==> config.mk <==
export PLATFORM = sky130hd
export DESIGN_NAME = plst_cell
export DESIGN_NICKNAME = d
export VERILOG_FILES = /design/src/hdl/plst_pkg.sv /design/src/hdl/plst_cell.sv
export SDC_FILE = /design/constraint.sdc
export NUM_CORES = 1
export LEC_CHECK = 0
export BUFFER_PORTS_ARGS = -buffer_cell sky130_fd_sc_hd__buf_2
export CORE_MARGIN = 3
export CORE_UTILIZATION = 45
export CTS_CLUSTER_DIAMETER = 150
export DETAILED_ROUTE_END_ITERATION = 8
export MAX_ROUTING_LAYER = met4
export PLACE_DENSITY = 0.9
export SYNTH_ARGS = -nofsm -noshare
export SYNTH_HDL_FRONTEND = slang
export SYNTH_SLANG_ARGS = --single-unit
==> constraint.sdc <==
create_clock -name clk -period 7.79 [get_ports clk]
set_clock_uncertainty 0.15 [all_clocks]
set_input_delay 1.558 -clock clk [delete_from_list [all_inputs] [get_ports clk]]
set_output_delay 1.558 -clock clk [all_outputs]
set_load 0.05 [all_outputs]
==> src/hdl/plst_pkg.sv <==
// shared constants, codes and control types for the positional list store
package plst_pkg;

  localparam int DEPTH      = 64;
  localparam int VALUE_BITS = 32;
  localparam int IDX_W      = (DEPTH > 1) ? $clog2(DEPTH) : 1;
  localparam int CNT_W      = $clog2(DEPTH + 1);
  localparam int CMD_W      = 3;
  localparam int POS_W      = 8;
  localparam int STAT_W     = 2;
  localparam int CMP_W      = (CNT_W > POS_W) ? CNT_W : POS_W;

  // stream payload layout
  localparam int IN_BITS   = CMD_W + POS_W + VALUE_BITS;
  localparam int IN_DATA_W = ((IN_BITS + 7) / 8) * 8;
  localparam int IN_CMD_LO = 0;
  localparam int IN_POS_LO = CMD_W;
  localparam int IN_VAL_LO = CMD_W + POS_W;

  localparam int OUT_BITS    = VALUE_BITS + STAT_W + CNT_W;
  localparam int OUT_DATA_W  = ((OUT_BITS + 7) / 8) * 8;
  localparam int OUT_VAL_LO  = 0;
  localparam int OUT_STAT_LO = VALUE_BITS;
  localparam int OUT_LEN_LO  = VALUE_BITS + STAT_W;

  localparam logic [CMD_W-1:0] CMD_GET      = 3'd0;
  localparam logic [CMD_W-1:0] CMD_INS_HEAD = 3'd1;
  localparam logic [CMD_W-1:0] CMD_APPEND   = 3'd2;
  localparam logic [CMD_W-1:0] CMD_INS_AT   = 3'd3;
  localparam logic [CMD_W-1:0] CMD_DELETE   = 3'd4;

  localparam logic [STAT_W-1:0] ST_DONE    = 2'd0;
  localparam logic [STAT_W-1:0] ST_INVALID = 2'd1;
  localparam logic [STAT_W-1:0] ST_FULL    = 2'd2;

  typedef struct packed {
    logic             ins;
    logic             del;
    logic [CMP_W-1:0] pos;
  } cell_ctl_t;

endpackage

==> src/hdl/plst_cell.sv <==
// one list slot: holds an entry and shifts from its neighbors on insert or delete
module plst_cell
  import plst_pkg::*;
(
  input  logic                  clk,
  input  logic [IDX_W-1:0]      idx,
  input  cell_ctl_t             ctl,
  input  logic [VALUE_BITS-1:0] new_value,
  input  logic [VALUE_BITS-1:0] lower_value,
  input  logic [VALUE_BITS-1:0] upper_value,
  output logic [VALUE_BITS-1:0] value,
  output logic [VALUE_BITS-1:0] read_data
);

  logic [CMP_W-1:0] my_idx;

  assign my_idx = CMP_W'(idx);

  always_ff @(posedge clk) begin
    if (ctl.ins) begin
      if (my_idx > ctl.pos) begin
        value <= lower_value;
      end else if (my_idx == ctl.pos) begin
        value <= new_value;
      end
    end else if (ctl.del && my_idx >= ctl.pos) begin
      value <= upper_value;
    end
  end

  // zero unless this slot is addressed, so the top can or all slots together
  assign read_data = (my_idx == ctl.pos) ? value : '0;

endmodule

==> summary.json, run 1 <==
{
  "setup_path": {
    "worst-endpoint-required_ns": 6.08,
    "endpoint_kind": "output pin",
    "critical_path_arrival_ns": 3.58,
    "cp-start-kind": "input port",
    "crit_slowest_cell": "sky130_fd_sc_hd__nor2_2",
    "timing_worst_setup_path_type": "in2out",
    "critPathMostFrequentCell": "sky130_fd_sc_hd__buf_2",
    "timing.critical_path.slowest_cell_delay_ns": 0.83,
    "critical_path.max_fanout": 32,
    "path_cells": "buf_2 -> ha_1 -> nand4_1 -> nor2_2 -> and2_1 -> buf_2"
  },
  "synthesis": {
    "postSynthRegisterBits": 32,
    "postSynthNetCount": 429,
    "synth_area_mm2": 0.002571,
    "yosysUniqueCellTypes": 28,
    "synth_enable_flop_cells": 32,
    "synth-async-reset-ratio": 0,
    "ys.warnings.count": 0,
    "netlist_instances": 310,
    "average_footprint_of_a_synthesized_cell_um2": 8.294,
    "synth.yosys.seq_area_share": 0.3737,
    "ys_dominant_reg_cell": "sky130_fd_sc_hd__edfxtp_1"
  },
  "finish": {
    "final_layout_size_suffix_gt1_frac": 0.4253,
    "nets": 593,
    "num-fill-cells": 481,
    "area_growth_syn_to_layout_pct": 36.30,
    "multiInputGateArea_mm2": 0.001326,
    "postLayoutCoreUtil": 0.6609,
    "area.sequential_um2": 960.9,
    "final_cell_count_no_fill": 545,
    "largest_register": "value",
    "antenna_cells_inserted": 0,
    "flip_flop_count_of_the_largest_register_all_copies_and_words_added": 32,
    "largest_registers": "value (32)"
  },
  "floorplanning": {
    "floorplan.initialDensity": 0.4849,
    "die-height_um": 81.59,
    "ios": 177,
    "die-width_um": 81.59,
    "design.die.area_mm2": 0.006657,
    "rows": 26,
    "design.core.area_mm2": 0.005303
  },
  "drt": {
    "drc": 0,
    "average_via_count_per_standard_cell": 5.209,
    "drt.antenna.violating_nets": 0,
    "routed_wl_um": 7728,
    "dr_vias": 2839,
    "detail_route.wl_per_cell_um": 14.18,
    "drtIter0Drc": 74,
    "detail_route.first_pass.iterations": 4
  },
  "clock_tree": {
    "ctsHtreeMaxLevel": 2,
    "ctsResizeCount": 0,
    "clkSinkCount": 32,
    "clkTransAtPathRegs_ns": 0.07,
    "cts_made_buffers": 5,
    "max-clock-path-buffers": 2,
    "hold_buffers": 0,
    "cts_tree": "built",
    "cts_root_buf": "sky130_fd_sc_hd__clkbuf_8",
    "postCtsSetupBuffers": 0
  },
  "timing": {
    "post-route-worst-setup-slack_ns": 2.501,
    "timing_max_transition_violations_final": 0,
    "tns_ns": 0,
    "final.period_utilization": 0.6789,
    "fin_crit_ns": 5.289,
    "max-slew-margin-rel": 0.1782,
    "setup_violations": 0,
    "rsz0062_at_grt": "no",
    "count_of_final_hold_check_violations": 0,
    "transition_time_at_the_pin_with_the_least_slew_margin_ns": 1.229,
    "achievable-frequency_mhz": 189.1,
    "hold_slack_ns": 1.502
  },
  "global_routing": {
    "first_global_vias": 2605,
    "grt-ovfl-total": 0,
    "grt_use_total": 0.2273,
    "grt_antenna_before_repair": 0,
    "maximum_number_of_pins_on_one_net_before_global_route_repair": 57,
    "grt_first_pass_wirelength_um": 11560
  },
  "min_path": {
    "hold_path_origin": "new_value[21]",
    "count_of_cells_along_the_worst_hold_path": 3,
    "min_path_type": "in2reg",
    "min_delay_worst_endpoint": "value[21]"
  },
  "place": {
    "gp_congestion": 0.7087,
    "place.detailed.instances": 537,
    "port_buffer_count": 176,
    "preCtsSetupSlack_ns": 2.464,
    "dp.final_hpwl_um": 5802
  },
  "status": {
    "run_status": "complete, no violations"
  },
  "job": {
    "drv.max_cap_violation_count": 0
  },
  "power": {
    "p_leak_uw": 0.001781,
    "power_per_cell_area_mw_per_mm2": 138.3,
    "power.ir.vdd_worst_mv": 0.06863
  }
}
## worst max path at each step
| stage | startpoint | endpoint | cells after the start |
|---|---|---|---|
| global route | ctl[5] | read_data[16] | 7 |
| CTS | idx[3] | read_data[22] | 6 |
| floorplan | ctl[3] | read_data[10] | 6 |
| finish | idx[3] | read_data[22] | 6 |
| detailed placement | idx[3] | read_data[22] | 6 |
| global placement | ctl[3] | read_data[22] | 7 |
## worst max-delay path: cells and delay by family
family / cells / cell delay [ns]
buffers and inverters: 2 / 0.37
and+or+nand+nor: 3 / 1.30
adders and majority gates: 1 / 0.34
## layout by cell type (no fill, tap or decap), drive strengths merged
master,n
o22ai,33
inv,38
a21oi,36
nor2b,1
o211ai,2
a21o,1
nor3,1
clkinv,1
and2,33
clkinvlp,1
nand4,1
o22a,1
buf,179
edfxtp,32
nand2b,1
nor2,34
ha,6
o21ai,64
nand2,1
nand4bb,1
a2111oi,1
clkbuf,6
o21a,1
## where the power goes
group / internal (uW) / leakage, uW / switching, uW / total, uW
Sequential: 205 / 0.000307 / 5.00 / 210
Combinational: 55.3 / 0.00144 / 97.6 / 153
Clock: 61.9 / 0.0000388 / 60.0 / 122
## cells by family (layout without fill, tap and decap cells)
group | count (synthesis) | count (layout) | share of synthesized area
AOI/OAI and AO/OA | 139 | 139 | 0.3367
and+or+nand+nor | 73 | 73 | 0.1489
buffers and inverters | 60 | 225 | 0.1114
DFF | 32 | 32 | 0.3737
adders and majority gates | 6 | 6 | 0.02920
## synthesized netlist by cell type, types with 4 or more instances
library cell,number,area (um^2)
sky130_fd_sc_hd__buf_2,4,20.02
sky130_fd_sc_hd__o22ai_2,10,125.1
sky130_fd_sc_hd__o22ai_1,23,143.9
sky130_fd_sc_hd__and2_1,32,200.2
sky130_fd_sc_hd__o21ai_0,64,320.3
sky130_fd_sc_hd__buf_6,6,67.56
sky130_fd_sc_hd__inv_1,38,142.6
sky130_fd_sc_hd__ha_1,6,75.07
sky130_fd_sc_hd__a21oi_1,35,175.2
sky130_fd_sc_hd__nor2_1,34,127.6
sky130_fd_sc_hd__edfxtp_1,32,960.9
sky130_fd_sc_hd__clkbuf_1,10,37.54
## through the flow
| stage | total power, uW | cell area [um^2] |
|---|---|---|
| floorplan | 314.4 | 2571 |
| global placement | 361.1 | 3421 |
| detailed placement | 366.2 | 3421 |
| CTS | 488.5 | 3505 |
| global route | 510.2 | 3505 |
| finish | 484.5 | 3505 |
## layer usage
metal	vias up	track usage	part of all wire
met2	124	0.4316	0.53
met1	1290	0.2370	0.38
li1	1420	-	-
met5	-	-	0
met4	0	0.04983	0.0052
met3	5	0.05373	0.084
## area by class of cell
class / count / area share
Clock buffer: 6 / 0.02071
Clock inverter: 2 / 0.003213
Inverter: 38 / 0.04070
Multi-Input combinational cell: 218 / 0.3784
Sequential cell: 32 / 0.2742
Tap cell: 70 / 0.02499
Timing Repair Buffer: 179 / 0.2578
Power figures use the tool's default switching activity.
==> inputs of run 2 (changes only) <==
CORE_UTILIZATION = 42   (was 45)
PLACE_DENSITY = 0.85   (was 0.9)
clock period = 5.5 ns   (was 7.79 ns; I/O delays follow)
==> run 2 against run 1 <==
Effect of this change:
- final cell count up 0.18%
- non-clock buffer count unchanged
- hold slack worse by 0.46 ns
- power up 40%
- critical path depth up 1
- setup slack worse by 1.4 ns
==> summary.json, run 2 (synthesis results as in run 1) <==
{
  "status": {
    "run_status": "complete, no violations"
  },
  "setup_path": {
    "worst-endpoint-required": {"value": 4.25, "unit": "ns", "change": "-1.83 ns"},
    "critical_path.max_fanout": {"value": 32, "change": "unchanged"},
    "cp-start-kind": "input port",
    "timing_worst_setup_path_type": "in2out",
    "largest_delay_contributor_family_on_the_critical_path": "simple AND/OR/NAND/NOR gates",
    "critical_path_arrival": {"value": 3.15, "unit": "ns", "change": "-0.43 ns"},
    "crit_slowest_cell": "sky130_fd_sc_hd__nor2_2",
    "critical_path_buf_inv_count": {"value": 3, "change": "+1"},
    "critPathMostFrequentCell": "sky130_fd_sc_hd__buf_2",
    "endpoint_kind": "output pin",
    "timing.critical_path.slowest_cell_delay": {"value": 0.83, "unit": "ns", "change": "about the same"},
    "path_cells": "buf_2 -> inv_1 -> ha_1 -> nand4_1 -> nor2_2 -> and2_1 -> buf_2"
  },
  "finish": {
    "mostFrequentLayoutCells": "sky130_fd_sc_hd__buf_2 (176), sky130_fd_sc_hd__o21ai_0 (64), sky130_fd_sc_hd__inv_1 (38)",
    "largest_registers": "value (32)",
    "multiInputGateArea": {"value": 0.001326, "unit": "mm^2", "change": "unchanged"},
    "flip_flop_count_of_the_largest_register_all_copies_and_words_added": {"value": 32, "change": "unchanged"},
    "area_growth_syn_to_layout_pct": 36.16,
    "final_common_cell": "sky130_fd_sc_hd__buf_2",
    "area.sequential": {"value": 960.9, "unit": "um^2", "change": "unchanged"},
    "antenna_cells_inserted": {"value": 0, "change": "unchanged"},
    "num-fill-cells": {"value": 519, "change": "+7.9%"},
    "nets": {"value": 593, "change": "unchanged"},
    "final_layout_size_suffix_gt1_frac": {"value": 0.4262, "change": "+0.0008972"},
    "largest_register": "value"
  },
  "clock_tree": {
    "postCtsSetupBuffers": {"value": 0, "change": "unchanged"},
    "ctsResizeCount": {"value": 0, "change": "unchanged"},
    "clkTransAtPathRegs": {"value": 0.06, "unit": "ns", "change": "about the same"},
    "cts_made_buffers": {"value": 5, "change": "unchanged"},
    "cts_root_buf": "sky130_fd_sc_hd__clkbuf_8",
    "hold_buffers": {"value": 0, "change": "unchanged"},
    "clkSinkCount": {"value": 32, "change": "unchanged"},
    "ctsHtreeMaxLevel": {"value": 2, "change": "unchanged"},
    "max-clock-path-buffers": {"value": 2, "change": "unchanged"},
    "cts_tree": "built"
  },
  "place": {
    "gp_congestion": {"value": 0.8401, "change": "+19%"},
    "port_buffer_count": {"value": 176, "change": "unchanged"},
    "preCtsSetupSlack": {"value": 1.079, "unit": "ns", "change": "-1.385 ns"},
    "dp.final_hpwl": {"value": 5686, "unit": "um", "change": "-2.0%"}
  },
  "floorplanning": {
    "die-width": {"value": 84.24, "unit": "um", "change": "+3.2%"},
    "rows": {"value": 27, "change": "+3.8%"},
    "design.die.area": {"value": 0.007096, "unit": "mm^2", "change": "+6.6%"},
    "ios": {"value": 177, "change": "unchanged"},
    "die-height": {"value": 84.24, "unit": "um", "change": "+3.2%"},
    "design.core.area": {"value": 0.005709, "unit": "mm^2", "change": "+7.7%"},
    "floorplan.initialDensity": {"value": 0.4504, "change": "-0.03454"}
  },
  "global_routing": {
    "first_global_vias": {"value": 2625, "change": "+0.77%"},
    "grt_antenna_before_repair": {"value": 0, "change": "unchanged"},
    "grt_first_pass_wirelength": {"value": 11900, "unit": "um", "change": "+2.9%"},
    "grt-ovfl-total": {"value": 0, "change": "unchanged"},
    "maximum_number_of_pins_on_one_net_before_global_route_repair": {"value": 61, "change": "+7.0%"},
    "grt_use_total": {"value": 0.2066, "change": "-0.02070"}
  },
  "power": {
    "p_leak": {"value": 0.001783, "unit": "uW", "change": "+0.12%"},
    "power.ir.vdd_worst": {"value": 0.09585, "unit": "mV", "change": "+40%"},
    "power_per_cell_area": {"value": 193.5, "unit": "mW/mm^2", "change": "+40%"}
  },
  "timing": {
    "fin_crit_ns": 4.402,
    "rsz0062_at_grt": "no",
    "max-slew-margin-rel": {"value": 0.2248, "change": "+0.04659"},
    "transition_time_at_the_pin_with_the_least_slew_margin": {"value": 1.159, "unit": "ns", "change": "-0.06968 ns"},
    "tns": {"value": 0, "unit": "ns", "change": "unchanged"},
    "final.period_utilization": 0.8003,
    "timing_max_transition_violations_final": {"value": 0, "change": "unchanged"},
    "post-route-worst-setup-slack": {"value": 1.098, "unit": "ns", "change": "-1.403 ns"},
    "achievable-frequency_mhz": 227.2,
    "count_of_final_hold_check_violations": {"value": 0, "change": "unchanged"},
    "setup_violations": {"value": 0, "change": "unchanged"}
  },
  "drt": {
    "detail_route.wl_per_cell": {"value": 13.52, "unit": "um", "change": "-4.7%"},
    "drt.antenna.violating_nets": {"value": 0, "change": "unchanged"},
    "average_via_count_per_standard_cell": {"value": 5.110, "change": "-1.9%"},
    "detail_route.first_pass.iterations": {"value": 4, "change": "unchanged"},
    "dr_vias": {"value": 2790, "change": "-1.7%"},
    "drc": {"value": 0, "change": "unchanged"},
    "drtIter0Drc": {"value": 124, "change": "+68%"},
    "routed_wl": {"value": 7382, "unit": "um", "change": "-4.5%"}
  },
  "job": {
    "drv.max_cap_violation_count": {"value": 0, "change": "unchanged"}
  },
  "min_path": {
    "min_path_type": "in2reg"
  }
}
-- run 2: path summary, 6_finish.rpt --
| check | slack (ns) | endpoint | depth (start not counted) | from |
|---|---|---|---|---|
| min | 1.04 | value[30] | 3 | new_value[30] |
| max | 1.10 | read_data[24] | 7 | ctl[3] |
-- run 2: report_power, final --
part           leakage [uW]  total, uW  internal, uW  switching [uW]
registers          0.000307        297           290            7.07
clock network     0.0000410        164          85.8            78.4
logic               0.00144        216          78.3             138
total               0.00178        677           454             223
-- run 2: routing by layer --
metal / GRT usage / vias to the layer above / share of wire
met4: 0.04240 / 0 / 0.0070
li1: - / 1425 / -
met1: 0.2291 / 1249 / 0.39
met3: 0.05397 / 6 / 0.072
met2: 0.3723 / 110 / 0.53
met5: - / - / 0
-- run 2: final cells by class --
type                       count  area share
inverter                      38     0.04074
sequential                    32      0.2745
multi-input combinational    218      0.3788
clock buffer                   6     0.02073
clock inverter                 1    0.001430
tap                           72     0.02573
timing repair buffer         179      0.2580
-- run 2: per-stage QoR --
step / hold slack [ns] / cell area (um^2) / util / total power [uW] / cells
after floorplan: 1.192 / 2571 / - / 445.3 / 310
after global placement: 1.324 / 3423 / 0.5996 / 511.8 / 539
after detailed placement: 1.319 / 3423 / 0.5996 / 519.0 / 539
after CTS: 1.023 / 3501 / 0.6132 / 686.4 / 546
after global routing: 1.053 / 3501 / 0.6132 / 718.3 / 546
final: 1.039 / 3501 / 0.6132 / 677.3 / 546
-- run 2: worst min-delay path, cell delays in order --
cell and delay, ns:
sky130_fd_sc_hd__buf_2 0.07, sky130_fd_sc_hd__o21ai_0 0.07, sky130_fd_sc_hd__o22ai_1 0.10
==> inputs of run 3 (changes only) <==
clock period = 4.4 ns   (was 5.5 ns; I/O delays follow)
==> run 3 against run 2 <==
Effect of this change:
- highest routed layer unchanged
- critical path depth up 1
- via count up 1.1%
- die area unchanged
- non-clock buffer count up 3
- first-iteration DRC count down 18%
- setup slack worse by 0.39 ns
- sequential power up 25%
- core utilization up 1.2 points
- sequential cell count unchanged
- sequential share of layout area down 0.53 points
- global-route usage up 0.93 points
- power up 37%
==> summary.json, run 3 (synthesis results as in run 1) <==
{
  "setup_path": {
    "timing_worst_setup_path_type": "in2out",
    "endpoint_kind": "output pin",
    "critical_path_buf_inv_count": {"value": 4, "change": "+1"},
    "crit_slowest_cell": "sky130_fd_sc_hd__nor2_2",
    "critPathMostFrequentCell": "sky130_fd_sc_hd__buf_2",
    "path_cells": "buf_2 -> inv_1 -> ha_1 -> nand4_1 -> nor2_2 -> buf_4 -> and2_1 -> buf_2",
    "worst-endpoint-required": {"value": 3.37, "unit": "ns", "change": "-0.88 ns"},
    "critical_path.max_fanout": {"value": 22, "change": "-31%"},
    "cp-start-kind": "input port",
    "timing.critical_path.slowest_cell_delay": {"value": 0.37, "unit": "ns", "change": "-0.46 ns"},
    "largest_delay_contributor_family_on_the_critical_path": "simple AND/OR/NAND/NOR gates",
    "critical_path_arrival": {"value": 2.66, "unit": "ns", "change": "-0.49 ns"}
  },
  "status": {
    "run_status": "complete, no violations"
  },
  "place": {
    "placedInstanceArea": {"value": 0.003458, "unit": "mm^2", "change": "+1.0%"},
    "port_buffer_count": {"value": 176, "change": "unchanged"},
    "gp_congestion": {"value": 0.8030, "change": "-4.4%"},
    "dp.final_hpwl": {"value": 5994, "unit": "um", "change": "+5.4%"},
    "place.detailed.instances": {"value": 542, "change": "+0.56%"}
  },
  "global_routing": {
    "grt-ovfl-total": {"value": 0, "change": "unchanged"},
    "grt_use_met3": {"value": 0.05888, "change": "+0.004907"},
    "first_global_vias": {"value": 2731, "change": "+4.0%"},
    "grt_first_pass_wirelength": {"value": 12250, "unit": "um", "change": "+3.0%"},
    "grt_antenna_before_repair": {"value": 0, "change": "unchanged"},
    "gr-usage-met1": {"value": 0.2137, "change": "-0.01540"},
    "grt_use_total": {"value": 0.2159, "change": "+0.009295"},
    "global_route.usage.met2": {"value": 0.4154, "change": "+0.04304"},
    "maximum_number_of_pins_on_one_net_before_global_route_repair": {"value": 76, "change": "+25%"},
    "most_used_layer_global_route": "met2"
  },
  "drt": {
    "detail_route.wl_per_cell": {"value": 13.76, "unit": "um", "change": "+1.7%"},
    "drt.antenna.violating_nets": {"value": 0, "change": "unchanged"},
    "detail_route.first_pass.iterations": {"value": 4, "change": "unchanged"},
    "routed_wl": {"value": 7566, "unit": "um", "change": "+2.5%"},
    "drc": {"value": 0, "change": "unchanged"},
    "dr_vias": {"value": 2821, "change": "+1.1%"},
    "average_via_count_per_standard_cell": {"value": 5.129, "change": "+0.38%"},
    "drtIter0Drc": {"value": 102, "change": "-18%"}
  },
  "job": {
    "drv.max_cap_violation_count": {"value": 0, "change": "unchanged"}
  },
  "floorplanning": {
    "design.die.area": {"value": 0.007096, "unit": "mm^2", "change": "unchanged"},
    "design.core.area": {"value": 0.005709, "unit": "mm^2", "change": "unchanged"},
    "die-width": {"value": 84.24, "unit": "um", "change": "unchanged"},
    "rows": {"value": 27, "change": "unchanged"},
    "die-height": {"value": 84.24, "unit": "um", "change": "unchanged"},
    "ios": {"value": 177, "change": "unchanged"},
    "floorplan.initialDensity": {"value": 0.4504, "change": "unchanged"}
  },
  "min_path": {
    "hold_path_origin": "new_value[30]",
    "count_of_cells_along_the_worst_hold_path": {"value": 3, "change": "unchanged"},
    "min_delay_worst_endpoint": "value[30]",
    "min_path_type": "in2reg"
  },
  "power": {
    "power.ir.vdd_worst": {"value": 0.1283, "unit": "mV", "change": "+34%"},
    "power_per_cell_area": {"value": 259.5, "unit": "mW/mm^2", "change": "+34%"},
    "p_leak": {"value": 0.001816, "unit": "uW", "change": "+1.8%"}
  },
  "clock_tree": {
    "clkSinkCount": {"value": 32, "change": "unchanged"},
    "max-clock-path-buffers": {"value": 2, "change": "unchanged"},
    "clkTransAtPathRegs": {"value": 0.07, "unit": "ns", "change": "about the same"},
    "cts_root_buf": "sky130_fd_sc_hd__clkbuf_8",
    "cts_made_buffers": {"value": 5, "change": "unchanged"},
    "postCtsSetupBuffers": {"value": 0, "change": "unchanged"},
    "ctsResizeCount": {"value": 0, "change": "unchanged"},
    "ctsHtreeMaxLevel": {"value": 2, "change": "unchanged"},
    "hold_buffers": {"value": 0, "change": "unchanged"},
    "cts_tree": "built"
  },
  "timing": {
    "final.period_utilization": 0.8385,
    "fin_crit_ns": 3.689,
    "max-slew-margin-rel": {"value": 0.4262, "change": "+0.2015"},
    "hold_slack": {"value": 0.8139, "unit": "ns", "change": "-0.2254 ns"},
    "transition_time_at_the_pin_with_the_least_slew_margin": {"value": 0.8587, "unit": "ns", "change": "-0.3007 ns"},
    "achievable-frequency_mhz": 271.0,
    "tns": {"value": 0, "unit": "ns", "change": "unchanged"},
    "rsz0062_at_grt": "no",
    "count_of_final_hold_check_violations": {"value": 0, "change": "unchanged"},
    "timing_max_transition_violations_final": {"value": 0, "change": "unchanged"},
    "setup_violations": {"value": 0, "change": "unchanged"}
  },
  "finish": {
    "final_common_cell": "sky130_fd_sc_hd__buf_2",
    "area_growth_syn_to_layout_pct": 38.83,
    "mostFrequentLayoutCells": "sky130_fd_sc_hd__buf_2 (176), sky130_fd_sc_hd__o21ai_0 (64), sky130_fd_sc_hd__inv_1 (38)",
    "num-fill-cells": {"value": 500, "change": "-3.7%"},
    "final_cell_count_no_fill": {"value": 550, "change": "+0.73%"},
    "largest_registers": "value (32)",
    "final_design_area_no_fill": {"value": 0.003570, "unit": "mm^2", "change": "+2.0%"},
    "postLayoutCoreUtil": {"value": 0.6252, "change": "+0.01205"},
    "nets": {"value": 596, "change": "+0.51%"},
    "antenna_cells_inserted": {"value": 0, "change": "unchanged"},
    "flip_flop_count_of_the_largest_register_all_copies_and_words_added": {"value": 32, "change": "unchanged"},
    "largest_register": "value",
    "final_layout_size_suffix_gt1_frac": {"value": 0.4331, "change": "+0.006894"}
  }
}
[run 3: cell count changes in the layout (fill, tap and decap cells not counted), sizes merged]
cell      previous run  this run
bufinv               0         1
buf                179       182
clkinvlp             0         1
clkbuf               6         5
[run 3: per-layer routing]
layer,up-vias,share of wire
met5,-,0
met4,0,0.0054
met3,4,0.080
met2,115,0.55
met1,1277,0.36
li1,1425,-
[run 3: area by class of cell]
type / instances / area, um^2 / area share
multi-input cells: 218 / 1326 / 0.3715
clock buffers: 5 / 68.82 / 0.01928
clock inverters: 3 / 42.54 / 0.01192
repair buffers: 182 / 938.4 / 0.2629
inverters: 38 / 142.6 / 0.03996
flip-flops and latches: 32 / 960.9 / 0.2692
well taps: 72 / 90.09 / 0.02524
[run 3: power breakdown]
part	internal (uW)	switching, uW	total [uW]	leakage (uW)
registers	362	8.51	371	0.000307
logic	100	174	274	0.00146
clock network	167	114	281	0.0000541
[run 3: how the worst max path moves through the flow]
stage | end | cells after the start | slack [ns] | startpoint
2_1_floorplan | read_data[10] | 6 | 1.06 | ctl[3]
3_3_place_gp | read_data[16] | 8 | 0.81 | ctl[3]
3_5_place_dp | read_data[11] | 8 | 0.68 | ctl[3]
4_1_cts | read_data[11] | 8 | 0.68 | ctl[3]
5_1_grt | read_data[10] | 8 | 0.48 | ctl[3]
6_report | read_data[11] | 8 | 0.71 | ctl[3]
[run 3: stage by stage]
step | power [uW] | setup slack, ns
after detailed placement | 652.6 | 0.6849
after floorplan | 556.6 | 1.057
after global placement | 642.7 | 0.8061
final | 926.4 | 0.7106
after global routing | 975.4 | 0.4799
after CTS | 934.4 | 0.6804
